==> src/sv/fpsa_pkg.sv <==
// Shared constants, types and codes for the segment allocator.
package fpsa_pkg;

  localparam int FREE_SLOTS   = 16;
  localparam int LIVE_SLOTS   = 16;
  localparam int ADDR_BITS    = 20;
  localparam int HEADER_BYTES = 8;

  localparam int FIDX_W = $clog2(FREE_SLOTS);
  localparam int FCNT_W = $clog2(FREE_SLOTS + 1);
  localparam int LIDX_W = $clog2(LIVE_SLOTS);
  localparam int LCNT_W = $clog2(LIVE_SLOTS + 1);
  localparam int SCAN_W = (FCNT_W > LCNT_W) ? FCNT_W : LCNT_W;

  localparam int LEN_W    = 21;
  localparam int SIZE_W   = 21;
  localparam int NEED_W   = 22;
  localparam int FADDR_W  = 20;
  localparam int CFG_W    = 21;
  localparam int CIDX_W   = 1;

  // Region size limits
  localparam longint SPACE_BYTES = 64'd1 << ADDR_BITS;
  localparam longint TOP_BYTES   = (SPACE_BYTES < 64'd1048576) ? SPACE_BYTES : 64'd1048576;
  localparam logic [LEN_W-1:0] REGION_MIN   = LEN_W'(4096);
  localparam logic [LEN_W-1:0] REGION_TOP   = LEN_W'(TOP_BYTES);
  localparam logic [LEN_W-1:0] REGION_RESET = LEN_W'(65536);

  // Request kinds
  localparam logic ACT_ALLOC = 1'b0;
  localparam logic ACT_FREE  = 1'b1;

  // Placement policies (code 3 behaves as first fit)
  localparam logic [1:0] POL_FIRST = 2'd0;
  localparam logic [1:0] POL_BEST  = 2'd1;
  localparam logic [1:0] POL_WORST = 2'd2;

  // Configuration register indexes
  localparam logic [CIDX_W-1:0] REG_REGION = 1'b0;
  localparam logic [CIDX_W-1:0] REG_POLICY = 1'b1;

  typedef enum logic [1:0] {
    ST_OK      = 2'd0,
    ST_NOFIT   = 2'd1,
    ST_BADFREE = 2'd2,
    ST_FULL    = 2'd3
  } status_t;

  // One table entry: segment or live block
  typedef struct packed {
    logic [ADDR_BITS-1:0] start;
    logic [LEN_W-1:0]     len;
  } seg_t;

endpackage

==> src/sv/fpsa_ram.sv <==
// Simple dual-port synchronous RAM with registered read data.
module fpsa_ram #(
  parameter int DEPTH = 16,
  parameter int WIDTH = 41
) (
  input  logic                     clk,
  input  logic                     we,
  input  logic [$clog2(DEPTH)-1:0] waddr,
  input  logic [WIDTH-1:0]         wdata,
  input  logic [$clog2(DEPTH)-1:0] raddr,
  output logic [WIDTH-1:0]         rdata
);

  logic [WIDTH-1:0] mem [DEPTH];

  always_ff @(posedge clk) begin
    if (we) begin
      mem[waddr] <= wdata;
    end
    rdata <= mem[raddr];
  end

endmodule

==> src/sv/fit_policy_segment_allocator_top.sv <==
// Segment allocator top level: sequencer over the free and live tables.
//
//  channel | valid     | stall     | payload
//  --------+-----------+-----------+--------------------------------
//  in      | in_valid  | in_stall  | action, req_size, free_addr
//  out     | out_valid | out_stall | block_addr, status
//  cfg     | cfg_we    | -         | cfg_index, cfg_data
//
// One request at a time. Allocate scans the free table, writes the live
// entry and the shortened segment, and shifts the free table down when a
// segment is used up. Free scans the live table, then searches the free
// table for the block's position; it merges the block with an adjacent
// segment, or shifts the table up to insert it, and a merge with both sides
// shifts the table down. The free-table RAM has a single read port.
// After reset the S_INIT state writes the initial segment; in_stall is high then.
// A waiting result in the output register does not block the next request.
module fit_policy_segment_allocator_top (
  input  logic                          clk,
  input  logic                          rst,
  input  logic                          in_valid,
  output logic                          in_stall,
  input  logic                          action,
  input  logic [fpsa_pkg::SIZE_W-1:0]   req_size,
  input  logic [fpsa_pkg::FADDR_W-1:0]  free_addr,
  output logic                          out_valid,
  input  logic                          out_stall,
  output logic [fpsa_pkg::FADDR_W-1:0]  block_addr,
  output logic [1:0]                    status,
  input  logic                          cfg_we,
  input  logic [fpsa_pkg::CIDX_W-1:0]   cfg_index,
  input  logic [fpsa_pkg::CFG_W-1:0]    cfg_data
);
  import fpsa_pkg::*;

  typedef enum logic [9:0] {
    S_INIT  = 10'b00_0000_0001,
    S_IDLE  = 10'b00_0000_0010,
    S_ASCAN = 10'b00_0000_0100,
    S_AUPD  = 10'b00_0000_1000,
    S_SHDN  = 10'b00_0001_0000,
    S_LSCAN = 10'b00_0010_0000,
    S_FSCAN = 10'b00_0100_0000,
    S_FUPD  = 10'b00_1000_0000,
    S_SHUP  = 10'b01_0000_0000,
    S_RESP  = 10'b10_0000_0000
  } state_t;

  state_t state;

  // Configuration and table bookkeeping
  logic [LEN_W-1:0]      region;
  logic [1:0]            policy;
  logic [FCNT_W-1:0]     seg_count;
  logic [LIVE_SLOTS-1:0] live_valid;

  // Request context
  logic [NEED_W-1:0]     need;
  logic [FADDR_W-1:0]    faddr;
  logic [SCAN_W-1:0]     cnt;
  logic                  rv;
  logic [SCAN_W-1:0]     rix;
  logic                  found;
  logic [FIDX_W-1:0]     pick;
  seg_t                  pk;
  logic                  hit;
  logic [LIDX_W-1:0]     slot;
  logic [ADDR_BITS-1:0]  bstart;
  logic [LEN_W-1:0]      blen;
  seg_t                  prev;
  seg_t                  cur;
  logic [FCNT_W-1:0]     pos;
  logic                  nxt;
  logic                  stop;
  logic [FADDR_W-1:0]    res_addr;
  status_t               res_st;

  // RAM ports
  logic                  seg_we;
  logic [FIDX_W-1:0]     seg_waddr;
  seg_t                  seg_wdata;
  logic [FIDX_W-1:0]     seg_raddr;
  seg_t                  seg_q;
  logic                  live_we;
  logic [LIDX_W-1:0]     live_waddr;
  seg_t                  live_wdata;
  seg_t                  live_q;

  // Derived control
  logic [SCAN_W-1:0]     cnt_dn;
  logic [SCAN_W-1:0]     rix_up;
  logic [SCAN_W-1:0]     rix_dn;
  logic [SCAN_W-1:0]     count_ext;
  logic [SCAN_W-1:0]     pos_ext;
  logic                  rd_issue;
  logic [LEN_W-1:0]      cfg_clamp;
  logic                  have_slot;
  logic [LIDX_W-1:0]     fslot;
  logic                  fits;
  logic                  upd;
  logic                  lmatch;
  logic [NEED_W-1:0]     prev_end;
  logic [NEED_W-1:0]     blk_end;
  logic                  jp;
  logic                  jn;
  logic                  out_load;
  logic                  scan_end;

  fpsa_ram #(.DEPTH(FREE_SLOTS), .WIDTH($bits(seg_t))) u_seg_ram (
    .clk   (clk),
    .we    (seg_we),
    .waddr (seg_waddr),
    .wdata (seg_wdata),
    .raddr (seg_raddr),
    .rdata (seg_q)
  );

  fpsa_ram #(.DEPTH(LIVE_SLOTS), .WIDTH($bits(seg_t))) u_live_ram (
    .clk   (clk),
    .we    (live_we),
    .waddr (live_waddr),
    .wdata (live_wdata),
    .raddr (cnt[LIDX_W-1:0]),
    .rdata (live_q)
  );

  assign in_stall  = (state != S_IDLE);
  assign cnt_dn    = cnt - SCAN_W'(1);
  assign rix_up    = rix + SCAN_W'(1);
  assign rix_dn    = rix - SCAN_W'(1);
  assign count_ext = SCAN_W'(seg_count);
  assign pos_ext   = SCAN_W'(pos);
  assign out_load  = (state == S_RESP) && (!out_valid || !out_stall);

  // Region clamp on a configuration write
  always_comb begin
    cfg_clamp = cfg_data[LEN_W-1:0];
    if (cfg_clamp < REGION_MIN) begin
      cfg_clamp = REGION_MIN;
    end else if (cfg_clamp > REGION_TOP) begin
      cfg_clamp = REGION_TOP;
    end
  end

  // Lowest free live slot
  always_comb begin
    fslot = '0;
    for (int k = LIVE_SLOTS - 1; k >= 0; k--) begin
      if (!live_valid[k]) begin
        fslot = LIDX_W'(k);
      end
    end
  end
  assign have_slot = ~&live_valid;

  // Scan compares
  assign fits   = ({1'b0, seg_q.len} >= need);
  assign upd    = fits && (!found ||
                  (policy == POL_BEST  && seg_q.len < pk.len) ||
                  (policy == POL_WORST && seg_q.len > pk.len));
  assign lmatch = live_valid[rix[LIDX_W-1:0]] && !hit &&
                  ((NEED_W'(live_q.start) + NEED_W'(HEADER_BYTES)) == NEED_W'(faddr));

  // Merge tests against the neighbours
  assign prev_end = NEED_W'(prev.start) + NEED_W'(prev.len);
  assign blk_end  = NEED_W'(bstart) + NEED_W'(blen);
  assign jp       = (pos != '0) && (prev_end == NEED_W'(bstart));
  assign jn       = nxt && (blk_end == NEED_W'(cur.start));

  // Read issue and scan termination
  always_comb begin
    rd_issue  = 1'b0;
    seg_raddr = cnt[FIDX_W-1:0];
    scan_end  = 1'b0;
    unique case (state)
      S_ASCAN, S_SHDN: begin
        rd_issue = (cnt < count_ext);
        scan_end = !rd_issue && !rv;
      end
      S_FSCAN: begin
        rd_issue = (cnt < count_ext) && !stop;
        scan_end = stop || ((cnt >= count_ext) && !rv);
      end
      S_LSCAN: begin
        rd_issue = (cnt < SCAN_W'(LIVE_SLOTS));
        scan_end = !rd_issue && !rv;
      end
      S_SHUP: begin
        rd_issue  = (cnt > pos_ext);
        seg_raddr = cnt_dn[FIDX_W-1:0];
        scan_end  = !rd_issue && !rv;
      end
      default: begin
      end
    endcase
  end

  // Free-table write port
  always_comb begin
    seg_we    = 1'b0;
    seg_waddr = '0;
    seg_wdata = '0;
    priority case (1'b1)
      (state == S_IDLE) && cfg_we && (cfg_index == REG_REGION): begin
        seg_we        = 1'b1;
        seg_wdata.len = cfg_clamp;
      end
      state == S_INIT: begin
        seg_we        = 1'b1;
        seg_wdata.len = region;
      end
      state == S_AUPD: begin
        seg_we          = 1'b1;
        seg_waddr       = pick;
        seg_wdata.start = pk.start + ADDR_BITS'(need);
        seg_wdata.len   = pk.len - LEN_W'(need);
      end
      (state == S_SHDN) && rv: begin
        seg_we    = 1'b1;
        seg_waddr = rix_dn[FIDX_W-1:0];
        seg_wdata = seg_q;
      end
      (state == S_FUPD) && jp: begin
        seg_we          = 1'b1;
        seg_waddr       = FIDX_W'(pos - FCNT_W'(1));
        seg_wdata.start = prev.start;
        seg_wdata.len   = prev.len + blen + (jn ? cur.len : LEN_W'(0));
      end
      (state == S_FUPD) && jn: begin
        seg_we          = 1'b1;
        seg_waddr       = pos[FIDX_W-1:0];
        seg_wdata.start = bstart;
        seg_wdata.len   = cur.len + blen;
      end
      (state == S_SHUP) && rv: begin
        seg_we    = 1'b1;
        seg_waddr = rix_up[FIDX_W-1:0];
        seg_wdata = seg_q;
      end
      (state == S_SHUP) && scan_end: begin
        seg_we          = 1'b1;
        seg_waddr       = pos[FIDX_W-1:0];
        seg_wdata.start = bstart;
        seg_wdata.len   = blen;
      end
      default: begin
      end
    endcase
  end

  // Live-table write port: new block on a successful allocate
  assign live_we          = (state == S_AUPD);
  assign live_waddr       = fslot;
  assign live_wdata.start = pk.start;
  assign live_wdata.len   = LEN_W'(need);

  // Sequencer
  always_ff @(posedge clk) begin
    if (rst) begin
      state      <= S_INIT;
      region     <= REGION_RESET;
      policy     <= POL_FIRST;
      seg_count  <= FCNT_W'(1);
      live_valid <= '0;
      rv         <= 1'b0;
      out_valid  <= 1'b0;
    end else begin
      rv <= rd_issue;
      if (rd_issue) begin
        rix <= (state == S_SHUP) ? cnt_dn : cnt;
        cnt <= (state == S_SHUP) ? cnt_dn : cnt + SCAN_W'(1);
      end

      if (out_load) begin
        out_valid  <= 1'b1;
        block_addr <= res_addr;
        status     <= res_st;
      end else if (!out_stall) begin
        out_valid <= 1'b0;
      end

      unique case (state)
        S_INIT: begin
          state <= S_IDLE;
        end
        S_IDLE: begin
          if (cfg_we) begin
            unique case (cfg_index)
              REG_REGION: begin
                region     <= cfg_clamp;
                seg_count  <= FCNT_W'(1);
                live_valid <= '0;
              end
              REG_POLICY: policy <= cfg_data[1:0];
            endcase
          end
          if (in_valid) begin
            need     <= ((NEED_W'(req_size) + NEED_W'(3)) & ~NEED_W'(3)) +
                        NEED_W'(HEADER_BYTES);
            faddr    <= free_addr;
            res_addr <= '0;
            cnt      <= '0;
            found    <= 1'b0;
            hit      <= 1'b0;
            if (action == ACT_FREE) begin
              state <= S_LSCAN;
            end else if (req_size == '0) begin
              res_st <= ST_NOFIT;
              state  <= S_RESP;
            end else begin
              state <= S_ASCAN;
            end
          end
        end
        S_ASCAN: begin
          if (rv && upd) begin
            found <= 1'b1;
            pick  <= rix[FIDX_W-1:0];
            pk    <= seg_q;
          end
          if (scan_end) begin
            if (!found) begin
              res_st <= ST_NOFIT;
              state  <= S_RESP;
            end else if (!have_slot) begin
              res_st <= ST_FULL;
              state  <= S_RESP;
            end else begin
              state <= S_AUPD;
            end
          end
        end
        S_AUPD: begin
          live_valid[fslot] <= 1'b1;
          res_addr <= FADDR_W'(pk.start + ADDR_BITS'(HEADER_BYTES));
          res_st   <= ST_OK;
          if ({1'b0, pk.len} == need) begin
            cnt   <= SCAN_W'(pick) + SCAN_W'(1);
            state <= S_SHDN;
          end else begin
            state <= S_RESP;
          end
        end
        S_SHDN: begin
          if (scan_end) begin
            seg_count <= seg_count - FCNT_W'(1);
            state     <= S_RESP;
          end
        end
        S_LSCAN: begin
          if (rv && lmatch) begin
            hit    <= 1'b1;
            slot   <= rix[LIDX_W-1:0];
            bstart <= live_q.start;
            blen   <= live_q.len;
          end
          if (scan_end) begin
            if (!hit) begin
              res_st <= ST_BADFREE;
              state  <= S_RESP;
            end else begin
              cnt   <= '0;
              pos   <= '0;
              nxt   <= 1'b0;
              stop  <= 1'b0;
              state <= S_FSCAN;
            end
          end
        end
        S_FSCAN: begin
          if (rv && !stop) begin
            if (seg_q.start < bstart) begin
              prev <= seg_q;
              pos  <= FCNT_W'(rix_up);
            end else begin
              cur  <= seg_q;
              pos  <= FCNT_W'(rix);
              nxt  <= 1'b1;
              stop <= 1'b1;
            end
          end
          if (scan_end) begin
            state <= S_FUPD;
          end
        end
        S_FUPD: begin
          res_st <= ST_OK;
          if (jp && jn) begin
            live_valid[slot] <= 1'b0;
            cnt   <= pos_ext + SCAN_W'(1);
            state <= S_SHDN;
          end else if (jp || jn) begin
            live_valid[slot] <= 1'b0;
            state <= S_RESP;
          end else if (seg_count >= FCNT_W'(FREE_SLOTS)) begin
            res_st <= ST_FULL;
            state  <= S_RESP;
          end else begin
            cnt   <= count_ext;
            state <= S_SHUP;
          end
        end
        S_SHUP: begin
          if (scan_end) begin
            live_valid[slot] <= 1'b0;
            seg_count <= seg_count + FCNT_W'(1);
            state     <= S_RESP;
          end
        end
        S_RESP: begin
          if (out_load) begin
            state <= S_IDLE;
          end
        end
        default: begin
          state <= S_INIT;
        end
      endcase
    end
  end

endmodule

==> config.mk <==
export PLATFORM = sky130hd
export DESIGN_NAME = fit_policy_segment_allocator_top
export DESIGN_NICKNAME = d
export VERILOG_FILES = /design/src/sv/fpsa_pkg.sv /design/src/sv/fpsa_ram.sv /design/src/sv/fit_policy_segment_allocator_top.sv
export SDC_FILE = /design/constraint.sdc
export NUM_CORES = 2
export LEC_CHECK = 0
export ABC_CLOCK_PERIOD_IN_PS = 8300
export BUFFER_PORTS_ARGS = -buffer_cell sky130_fd_sc_hd__buf_2
export CORE_AREA = 5 5 414 416
export CTS_BUF_LIST = sky130_fd_sc_hd__clkbuf_8
export CTS_CLUSTER_DIAMETER = 80
export DETAILED_ROUTE_END_ITERATION = 12
export DIE_AREA = 0 0 419 421
export MAX_ROUTING_LAYER = met4
export PLACE_DENSITY = 0.69
export SETUP_SLACK_MARGIN = 0.1
export SYNTH_ARGS = -nofsm -noshare
export SYNTH_HDL_FRONTEND = slang
export SYNTH_HIERARCHICAL = 1
export SYNTH_SLANG_ARGS = --single-unit
==> constraint.sdc <==
create_clock -name clk -period 8.3 [get_ports clk]
set_clock_uncertainty 0.2 [all_clocks]
set_input_delay 0.83 -clock clk [delete_from_list [all_inputs] [get_ports clk]]
set_output_delay 0.83 -clock clk [all_outputs]
set_load 0.005 [all_outputs]
==> metrics <==
status=finished clean; Seq/Total Area, Yosys=67.3%; Worst Path Arrival=8.31 ns; die width=419 µm; HPWL after DPL=134 mm; Synth Area in Adders=4.06%; clock root buffer=clkbuf_8; first-pass GRT wire length=310 mm; Final nets=5376; worst-path fanout max=16; Max Slew Vio Count=0; yosys warns=6; total CTS buffers=291; pin count of the biggest net entering global routing=131; Initial Util=44.9%; Area after DPL=79000 µm²; DR pass1 iterations=6; design area=84700 µm²; Worst-path clk slew=0.06 ns; CP Launch Type=register; Synth Area in XOR/XNOR=2.28%; proportion of layout cells with a drive suffix above 1=19.3%; # clock sinks=1724; overall power=0.0183 W; area of the die=176000 µm²; Area Growth Syn to Fin=13.2%; max_slew headroom=10.3%; clock buffer depth=4; Cell Area, Synth=74900 µm²; fin crit period=7.70 ns; Slew @ Worst Pin=1.34 ns; crit path capture type=register; CP max stage cell=or4_1; worst hold path type=in -> reg; total gr overflow=0; storage element area=50400 µm²; FF+latch count, synth=1724; CTS tree=built; routed vias=45600; Unique masters post-synth=94; syn_area_per_cell=16.0 µm²; gr usage total=24.7%; WL final=213 mm; most common flop cell mapped by yosys=edfxtp_1; final hold vios=0; Multi-input gate area=23500 µm²; worst endpoint required time=8.91 ns; vias per cell=6.09; Leak Pwr=29.6 nW; initial drt markers=5359; Die Span Y=421 µm; main combinational cell family by area after synthesis=multiplexers; DRC=0; most frequent cells in the layout=edfxtp_1 (1586), mux4_2 (333), clkbuf_8 (314), nand2_1 (298), inv_1 (246); CTS HTree Levels=5; final core occ=50.8%; Fmax=0.130 GHz; Layout fillers=13500; commonest non-fill, non-tap cell in the layout=edfxtp_1; Synth Area in Simple Gates=6.04%; # IOs=93; final estimated routing congestion in global placement=0.965; Final period util=92.7%; Setup TNS=0 ns; core area=167000 µm²; antenna viol nets, final=0; Clk Latency, worst-skew pair=1.02 ns; Final Setup Violations=0; final hold slack=0.0894 ns; port bufs=92; RSZ-0062 raised after global routing=false; initial antenna violation count=7; Async SR Flop Fraction=0%; vias in the first global route=45100; drt wl/cell=28.4 µm; Worst path max stage delay=0.61 ns; Max-Cap Viols=0; PwrDens=216 nW/µm²; Mapped Cells=4674; multiplexer share of the synthesized area=10.4%; WS Path Type=reg -> reg; Max VDD drop=0.142 mV; row count=150; compound-gate portion of the synthesized area=7.96%; Post-synth EDFFs=1586
critical path: cells and delay by family, from the launching register on:
kind / cells / cell delay (ns)
AO/OA/AOI/OAI: 11 / 2.76
adder cells (fa/ha/maj): 5 / 1.63
AND/OR/NAND/NOR: 6 / 1.37
buffers and inverters: 5 / 0.79
flip-flops: 1 / 0.45
XOR/XNOR: 2 / 0.33
registers in the layout, summed over array words and instances (netlist names), 21 cells and up:
name	count
blen	21
cur	41
pk	21
prev	41
region	21
u_live_ram/mem	656
u_live_ram/rdata	41
u_seg_ram/mem	656
u_seg_ram/rdata	41
power breakdown:
part | switching, W | internal [W] | total, W | leakage, nW
Sequential | 0.000250 | 0.00969 | 0.00994 | 16.1
Clock | 0.00329 | 0.00362 | 0.00691 | 3.00
Combinational | 0.000842 | 0.000585 | 0.00143 | 10.6
Total | 0.00438 | 0.0139 | 0.0183 | 29.6
area by class of cell:
class / count / share of cell area [%]
sequential: 1724 / 59.5
multi-input combinational: 2627 / 27.7
clock buffer: 314 / 5.10
tap: 2204 / 3.26
timing repair buffer: 281 / 2.71
clock inverter: 176 / 1.03
inverter: 156 / 0.691
antenna: 3 / 0.00886
cells in the mapped netlist, drive strengths merged (11+ instances only):
cell,instances,area share (%)
a22oi,193,1.9
mux4,333,10
o211ai,32,0.32
o221ai,12,0.14
nor2,213,1.1
inv,154,0.77
nor3,54,0.37
o22ai,12,0.10
nand2b,34,0.28
a221oi,17,0.20
buf,103,0.71
dfxtp,138,3.7
nand2,298,1.5
xnor2,123,1.4
edfxtp,1586,64
o31ai,18,0.18
and3,31,0.26
nor2b,40,0.33
nor4,31,0.31
o21bai,19,0.20
o21a,24,0.24
a21oi,188,1.3
nand3,76,0.51
ha,199,3.3
a31oi,29,0.25
xor2,72,0.84
clkbuf,95,0.48
and2,40,0.33
a21o,53,0.53
nand4,39,0.33
a211oi,24,0.25
o21ai,166,1.1
or2,11,0.092
fa,27,0.72
mux2i,19,0.25
or3,18,0.15
routing by layer:
metal | wire length, µm | GRT usage, % | vias to the layer above
met5 | 0 | - | -
met4 | 8760 | 9.37 | 0
met3 | 19900 | 4.83 | 429
met2 | 98300 | 37.1 | 2378
met1 | 85800 | 33.5 | 23400
li1 | - | - | 19400
worst paths after layout:
kind	startpoint	end	slack, ns	cells past startpoint
setup / recovery	bstart[0]	u_seg_ram/mem[14][17]	0.60	29
hold / removal	cfg_data[2]	region[2]	0.09	3
setup reg to reg	bstart[0]	u_seg_ram/mem[14][17]	0.60	29
hold reg to reg	res_addr[7]	block_addr[7]	0.22	0
timing repair:
item | in CTS | in global routing
pin swaps | 0 | 1
hold buffers | 51 | 0
resized for setup | 1 | 2
buffers inserted | 0 | 1
endpoints found under the hold margin | 53 | 0
setup endpoints to repair | 13 | 48
per-stage QoR:
step | instances | setup WS (ns)
after floorplan | 4705 | 0.652
after global placement | 6940 | 0.252
after detailed placement | 6940 | 0.115
after CTS | 7481 | 0.357
after global routing | 7484 | 0.260
final | 7485 | 0.603
cell families (layout without fill, tap and decap cells):
group                    Yosys count  after routing
buffers and inverters            354            927
flip-flops                      1724           1724
adder cells (fa/ha/maj)          227            227
AND/OR/NAND/NOR                  929            929
other                              1             35
AO/OA/AOI/OAI                    886            886
multiplexers                     358            358
XOR/XNOR                         195            195
Power figures use the tool's default switching activity.
